==> src/sv/gol_ram.sv <==
// Generic single-write, single-read RAM with registered read data.
module gol_ram #(
    parameter int WIDTH = 64,
    parameter int DEPTH = 64
) (
    input  logic                     clk,
    input  logic                     we,
    input  logic [$clog2(DEPTH)-1:0] waddr,
    input  logic [WIDTH-1:0]         wdata,
    input  logic                     re,
    input  logic [$clog2(DEPTH)-1:0] raddr,
    output logic [WIDTH-1:0]         rdata
);

    logic [WIDTH-1:0] mem [DEPTH];

    // Write port
    always_ff @(posedge clk)
    begin
        if (we)
        begin
            mem[waddr] <= wdata;
        end
    end

    // Registered read port, holds when not enabled
    always_ff @(posedge clk)
    begin
        if (re)
        begin
            rdata <= mem[raddr];
        end
    end

endmodule
==> config.mk <==
export PLATFORM = sky130hd
export DESIGN_NAME = gol_ram
export DESIGN_NICKNAME = d
export VERILOG_FILES = /design/src/sv/gol_ram.sv
export SDC_FILE = /design/constraint.sdc
export NUM_CORES = 2
export LEC_CHECK = 0
export BUFFER_PORTS_ARGS = -buffer_cell sky130_fd_sc_hd__buf_2
export CORE_ASPECT_RATIO = 1.5
export CORE_MARGIN = 5
export CORE_UTILIZATION = 57
export DETAILED_ROUTE_END_ITERATION = 7
export PLACE_DENSITY = 0.76
export SLEW_MARGIN = 20
export SYNTH_ARGS = -nofsm -noshare
export SYNTH_HDL_FRONTEND = slang
export SYNTH_SLANG_ARGS = --single-unit
==> constraint.sdc <==
create_clock -name clk -period 5.5 [get_ports clk]
set_input_delay 0.55 -clock clk [delete_from_list [all_inputs] [get_ports clk]]
set_output_delay 0.55 -clock clk [all_outputs]
set_load 0.005 [all_outputs]
==> results by group <==
Outcome
  • Outcome: finished clean

Cells and area
  • Number of nets in the final layout: between 7000 and 8000
  • Fraction of layout instances using a drive strength above 1: between 20% and 30%
  • Non-filler cells, final: about 11000
  • Final standard cell utilization of the core: between 60% and 70%
  • P&R area growth vs syn: 12.0%

Route
  • Sum of routed wire length over all layers: 434000 um
  • Average detailed-routed wire length per instance: about 40 um
  • Iteration count of the initial detailed-routing pass: 6
  • Detail-routed via count per cell: roughly 7.1
  • Via total after detailed routing: between 70000 and 80000
  • # DRC: 0
  • Number of nets with antenna violations after detailed routing: 0
  • Starting DRT DRC Count: 12168

Synth
  • Mean cell area of the mapped netlist: 23.8 um^2
  • Synthesized cell area: 157000 um^2
  • Area leader, netlist: edfxtp_1
  • Total of flip-flops plus latches after synthesis: roughly 4200
  • Most used DFF post-synth: edfxtp_1
  • Warnings from Yosys: 0
  • Fraction of post-synthesis cell area in the top cell type by area: between 70% and 80%
  • Number of flops mapped to enable cells by yosys: between 4000 and 5000
  • Sequential area share after synthesis: between 70 and 80%
  • Commonest cells in the netlist: edfxtp_1 (4160), mux4_2 (1024), buf_2 (170)
  • Top area cells in the synthesized netlist: edfxtp_1 (80%), mux4_2 (15%), mux2i_1 (0.86%)
  • Most used standard cell by instance count after synthesis: edfxtp_1
  • Mapped Nets: ~6700
  • Post-synthesis cell type count: 32
  • Ys async rst share: 0%
  • Instance count of the mapped netlist: 6598

STA
  • Normalized max-slew margin: slightly below 20%
  • Final Hold Vio Count: 0
  • Max Clk Rate: roughly 300 MHz
  • Final setup fails: 0
  • RSZ-0062 raised after global routing: false
  • Skew final: between 0.06 and 0.07 ns
  • Final period demand of the worst path: 3.24 ns
  • Slew Limit Fails: 0
  • Ratio of final minimum period to clock period: about three fifths
  • Total negative slack for setup checks: 0 ns
  • Worst slew pin tran: between 1 and 1.5 ns

Worst hold path
  • Worst Hold Endpoint: mem[11][58]
  • Number of instances on the worst hold path: 1
  • Startpoint of the most critical hold path: wdata[58]
  • Tightest Hold Check Type: in -> reg

Pwr
  • Pwr/cell area: 363 nW/um^2
  • Max rail drop VDD: 357 uV
  • Leakage power of the design: around 0.055 uW

Global routing
  • Overall overflow remaining after global route: 0
  • Wire length of the first global-routing pass: roughly 600000 um
  • Via count of the first global-routing pass: a little under 80000
  • Initial antenna violation count: 29
  • Maximum number of pins on one net before global-route repair: 96
  • Total global routing track utilization: a little under a third

Clocking
  • Clock Root Buffer: clkbuf_16
  • Hold_buf cts: 0
  • Clock input transition at the sequential cells of the worst setup and hold paths: 0.07 ns
  • CTS H-tree lvls: 5
  • Clock tree buffer depth: 4
  • Count of cells resized by post-cts repair: 0
  • Number of sinks driven by the clock tree: approximately 4200
  • Worst-Skew Late Latency: around 0.92 ns
  • Buffers inserted during post-CTS setup optimization: 0
  • TritonCTS clock tree: built
  • Number of buffers inserted during clock tree synthesis: around 360

Setup path
  • Startpoint Class: primary input
  • Arrival time at the worst endpoint: 3.83 ns
  • Highest net fanout along the worst path: 45
  • Kind of critical path: in -> reg
  • Endpoint of the worst-slack reg-to-reg timing path: rdata[17]
  • Worst setup EP type: flip-flop
  • Required time worst endpoint: 6.09 ns
  • Worst reg2reg setup slack: 3.27 ns
  • Number of cells on the worst reg-to-reg path: 5
  • Beginning of the worst register-to-register path: mem[47][17]

Die
  • Cell Rows: between 200 and 250
  • Total core area: 275000 um^2
  • Die width: roughly 440 um
  • Starting density of the core: ~57%
  • Boundary Pins: roughly 140
  • Die H: ~650 um
  • Area of the die: roughly 290000 um^2

Place
  • Number of placed instances with taps included: approximately 10000
  • Number of buffers added on ports: 142
  • Routability congestion estimate from global placement: 0.830
  • Sum of net half-perimeters after detailed placement: between 200000 and 250000 um

Run
  • Number of max-capacitance violations reported: 0
through the flow:
| step | setup slack, ns | instance area, um^2 | hold WS, ns | total power [uW] |
|---|---|---|---|---|
| 2_1_floorplan | 0.920 | 157000 | 0.649 | 37500 |
| 3_3_place_gp | 1.47 | 164000 | 0.887 | 38800 |
| 3_5_place_dp | 1.48 | 164000 | 0.909 | 38900 |
| 4_1_cts | 2.39 | 176000 | 0.292 | 64000 |
| 5_1_grt | 2.34 | 176000 | 0.0321 | 65600 |
| 6_report | 2.26 | 176000 | 0.0372 | 63900 |
logic make-up (layout without fill, tap and decap cells):
kind of cell | after synthesis | in the layout | synth area share [%]
and+or+nand+nor | 386 | 386 | 1.23
muxes | 1159 | 1159 | 15.6
AOI/OAI and AO/OA | 504 | 504 | 2.47
DFF | 4160 | 4160 | 79.6
other | 0 | 15 | 0
buffers and inverters | 389 | 1050 | 1.18
per-layer routing:
layer | up-vias | wire, um | track usage, %
li1 | 29234 | - | -
met1 | 40329 | 133000 | 37.2
met2 | 6490 | 218000 | 50.5
met3 | 1406 | 53200 | 6.92
met4 | 12 | 30500 | 17.5
met5 | - | 70 | 0
area by class of cell:
class	instances	area, um^2
inverter	19	71.3
multi-input combinational	2049	30800
clock inverter	220	2340
fill	16749	99000
antenna	15	37.5
clock buffer	418	9350
tap	3689	4620
timing repair buffer	393	3750
sequential	4160	125000
placed cells by master, fill, tap and decap left out, drive strengths merged, types with 27 or more instances in the layout:
master / synthesis / routed
edfxtp: 4160 / 4160
mux4: 1024 / 1024
clkbuf: 140 / 418
buf: 230 / 393
a22oi: 168 / 168
clkinv: 0 / 151
mux2i: 135 / 135
nor2: 112 / 112
a22o: 88 / 88
o22ai: 83 / 83
and3: 64 / 64
a211oi: 63 / 63
nand2: 58 / 58
bufinv: 0 / 48
nand3: 45 / 45
o221ai: 38 / 38
or3: 29 / 29
or2: 28 / 28
nor2b: 28 / 28
inv: 19 / 27
sequential cells by signal (all words and copies together), names as in the netlist:
signal and cells:
mem 4096, rdata 64
critical path, stage by stage:
cell and delay, ns:
buf_2 0.66, nor2b_4 0.33, buf_4 0.30, buf_4 0.76
a22oi_1 0.20, and3_1 0.23, a211oi_1 0.68
worst max path at each step:
stage | start | cells after the start | endpoint | slack [ns]
after detailed placement | raddr[2] | 6 | rdata[48] | 1.48
after floorplan | waddr[5] | 4 | mem[39][0] | 0.92
after global routing | raddr[0] | 7 | rdata[8] | 2.34
final | raddr[3] | 7 | rdata[8] | 2.26
after CTS | raddr[2] | 6 | rdata[48] | 2.39
after global placement | raddr[2] | 6 | rdata[48] | 1.47
where the power goes:
part / total [uW] / internal [uW] / switching, uW / leakage (uW)
Combinational: 2960 / 1090 / 1870 / 0.0114
Sequential: 35300 / 35200 / 133 / 0.0375
Clock: 25600 / 14400 / 11200 / 0.00571
Total: 63900 / 50700 / 13200 / 0.0546
(Power assumes the default switching activity.)
